==> src/rtl/min_stack_encoded_macros.svh <==
// assertion macros shared by the min stack rtl
// expects clk and arst_n in the scope of every use
`ifndef MIN_STACK_ENCODED_MACROS_SVH
`define MIN_STACK_ENCODED_MACROS_SVH

`ifndef SYNTHESIS
`define MSE_ASSERT_IMP(lbl, ante, cons) \
	lbl: assert property (@(posedge clk) disable iff (!arst_n) (ante) |-> (cons)) \
		else $error("assertion failed");
`define MSE_ASSERT_NXT(lbl, ante, cons) \
	lbl: assert property (@(posedge clk) disable iff (!arst_n) (ante) |=> (cons)) \
		else $error("assertion failed");
`else
`define MSE_ASSERT_IMP(lbl, ante, cons)
`define MSE_ASSERT_NXT(lbl, ante, cons)
`endif

`endif

==> src/rtl/msenc_ram.sv <==
// generic single-port-write, single-port-read ram with registered read data
// no dependencies
module msenc_ram #(
	parameter int WIDTH = 8,
	parameter int DEPTH = 16
) (
	input  logic                     clk,
	input  logic                     wr_en,
	input  logic [$clog2(DEPTH)-1:0] wr_addr,
	input  logic [WIDTH-1:0]         wr_data,
	input  logic                     rd_en,
	input  logic [$clog2(DEPTH)-1:0] rd_addr,
	output logic [WIDTH-1:0]         rd_data
);

	logic [WIDTH-1:0] mem [DEPTH];

	always_ff @(posedge clk) begin
		if (wr_en) begin
			mem[wr_addr] <= wr_data;
		end
		if (rd_en) begin
			rd_data <= mem[rd_addr];
		end
	end

endmodule

==> config.mk <==
export PLATFORM = sky130hd
export DESIGN_NAME = msenc_ram
export DESIGN_NICKNAME = d
export VERILOG_FILES = /design/src/rtl/min_stack_encoded_macros.svh /design/src/rtl/msenc_ram.sv
export SDC_FILE = /design/constraint.sdc
export NUM_CORES = 1
export LEC_CHECK = 0
export BUFFER_PORTS_ARGS = -buffer_cell sky130_fd_sc_hd__buf_4
export CORE_ASPECT_RATIO = 2
export CORE_MARGIN = 2
export CORE_UTILIZATION = 60
export CTS_CLUSTER_DIAMETER = 40
export DETAILED_ROUTE_END_ITERATION = 16
export GPL_ROUTABILITY_DRIVEN = 0
export GPL_TIMING_DRIVEN = 1
export PLACE_DENSITY = 0.78
export SETUP_SLACK_MARGIN = 0.02
export SLEW_MARGIN = 20
export SYNTH_ARGS = -nofsm -noshare
export SYNTH_HDL_FRONTEND = slang
export SYNTH_SLANG_ARGS = --single-unit
==> constraint.sdc <==
create_clock -name clk -period 3.45 [get_ports clk]
set_input_delay 0.345 -clock clk [delete_from_list [all_inputs] [get_ports clk]]
set_output_delay 0.345 -clock clk [all_outputs]
set_load 0.01 [all_outputs]
==> impl_metrics.csv <==
group,metric,value,unit
setup_path,cp.arrival,1820,ps
final_layout,area_growth,15.5,%
synth,syn_inst,229,
setup_path,critPathLaunchType,"input pin",
clock_network,cts_buffer_depth,2,
routing,totalWireLength,9630,um
sta,clock_skew,5.37,ps
setup_path,cp_slowest_cell,"mux4_1",
synth,synth_top_area_share,0.781,
synth,synth_top_area_cell,"edfxtp_1",
synth,synthTopCellsByArea,"edfxtp_1 78%, mux4_2 7.8%, mux4_1 7.0%, a22oi_1 2.3%, nor2_1 0.93%",
synth,synth_warnings,0,
synth,syn_nets,248,
clock_network,cts_hold_buf,0,
routing,vias_per_cell,6.33,
sta,fmax,601,MHz
power,leakagePower,2.02,nW
synth,synth.distinct_cells,18,
synth,synth_most_common_cell,"edfxtp_1",
setup_path,r2r-start,"mem[1][1]$_DFFE_PP_",
floorplan,start_util,0.613,
setup_path,critPathKind,"in2reg",
sta,finalSetupViolCount,0,
sta,tightest_slew,906,ps
global_route,grt_start_max_net_pins,33,
clock_network,ctsHtreeMaxLevel,4,
clock_network,cts_root_buf,"clkbuf_16",
sta,hold_violations,0,
sta,finalSetupTns,0,ps
clock_network,clk_pin_slew,50,ps
setup_path,critPathMaxStageDelay,640,ps
status,status,"finished clean",
floorplan,coreArea,8530,um2
setup_path,critical_path_required,3600,ps
run,maxCapViolations,0,
sta,slew_headroom,0.394,
routing,wire_per_inst,25.3,um
setup_path,cp-end-kind,"register",
floorplan,die_area,9520,um2
synth,synthTopCellsByCount,"136 x edfxtp_1, 18 x mux4_2, 16 x a22oi_1",
setup_path,startpoint,"rd_addr[0]",
sta,rsz0062_at_grt,"false",
floorplan,ios,27,
clock_network,cts_tree,"built",
final_layout,antenna_cells,0,
synth,synth_edf_count,136,
routing,dr_total_vias,2411,
floorplan,die_h,136,um
clock_network,ctsResizeCount,0,
placed_design,dpl.hpwl,6350,um
power,power.density,613,nW/um2
synth,ys_seq_area_frac,0.781,
global_route,grt.total_usage,0.228,
synth,syn_avg_cell_area,22.8,um2
routing,firstDrtPassIters,5,
synth,ys_ff_latch,136,
placed_design,port-buffer-count,26,
hold_path,hp-start,"wr_data[4]",
routing,antenna_left,0,
global_route,antenna_found_initial,0,
setup_path,cp_cell_sequence,"buf_4, mux4_1, a22oi_1, nand2_1",
clock_network,cts-buffers-inserted,17,
synth,synthesis.area,5230,um2
clock_network,cts_setup_buffers,0,
floorplan,rows,48,
final_layout,drive_gt1_frac,0.260,
setup_path,cp_max_fo,32,
global_route,grt_pass1_vias,2575,
sta,min_period,1660,ps
power,vdd_drop_max,578,uV
clock_network,clk_latency,410,ps
global_route,grt_first_pass_wirelength,14900,um
floorplan,die_w,70,um
synth,async_flop_share,0,
setup_path,critical-path-top-delay-family,"multiplexers",
hold_path,hold_class,"in2reg",
synth,ys_dominant_reg_cell,"edfxtp_1",
sta,final.period_utilization,0.483,
clock_network,cts.sinks,136,
setup_path,rrSetupSlack,1960,ps
routing,drc,0,
sta,slew_violations,0,
final_layout,layout.nets,287,
routing,drt_iter0_drc,198,
global_route,grt_overflow,0,
setup_path,path_buf_inv,1,
sta,hold_ws,230,ps
==> path summary, 6_finish.rpt <==
check                    endpoint  cells after the start
min reg2reg  rd_data[7]$_DFFE_PP_                      3
min           mem[6][4]$_DFFE_PP_                      1
max reg2reg  rd_data[1]$_DFFE_PP_                      3
max          rd_data[1]$_DFFE_PP_                      4
==> per-stage QoR <==
step                      cells  power (mW)  setup slack (ps)  utilization  cell area (um2)
after floorplan             229        2.00              1610            -             5230
after global placement      349        2.07              1410        0.644             5490
after detailed placement    349        2.08              1360        0.644             5490
after CTS                   381        3.72              1790        0.708             6040
after global routing        381        3.80              1650        0.708             6040
final                       381        3.70              1790        0.708             6040
==> cell families (layout without fill, tap and decap cells) <==
kind of cell           Yosys count  after routing  synth area share
flip-flops                     136            136             0.781
AND/OR/NAND/NOR                 35             35            0.0314
multiplexers                    32             32             0.148
AO/OA/AOI/OAI                   16             16            0.0230
buffers and inverters           10             62            0.0165
==> report_power, final <==
group	internal (mW)	leakage, nW	total (mW)	switching, mW
registers	1.86	1.24	1.87	0.0103
logic	0.0749	0.516	0.170	0.0946
clock network	1.05	0.265	1.66	0.613
==> cell type report <==
type / instances / area [um2]
clock buffer: 21 / 440
clock inverter: 11 / 106
fill: 536 / 2490
multi-input combinational: 83 / 1060
sequential: 136 / 4080
tap: 100 / 125
timing repair buffer: 30 / 225
==> sequential cells by signal (all words and copies together), names as in the netlist <==
| register | cells |
|---|---|
| mem | 128 |
| rd_data | 8 |
==> layer usage <==
layer | track usage | part of all wire | vias up | wire length (um)
li1 | - | - | 1056 | -
met1 | 0.250 | 0.35 | 1253 | 3370
met2 | 0.412 | 0.59 | 86 | 5700
met3 | 0.0526 | 0.039 | 16 | 376
met4 | 0.112 | 0.019 | 0 | 179
met5 | 0 | 0 | - | 0
==> cell usage in the layout (no fill, tap or decap) <==
cell	count
mux4_2	18
nand3b_1	2
nor2_1	13
bufinv_16	2
clkinv_1	4
clkinv_4	1
edfxtp_1	136
clkinv_2	3
a22oi_1	16
nand2b_1	2
nand3_1	1
and2b_1	1
nor3_1	4
clkbuf_16	17
buf_4	30
mux4_1	14
nor2b_1	1
clkbuf_1	4
or3b_2	1
nand2_1	9
and2_1	1
clkinvlp_4	1
Power figures use the tool's default switching activity.
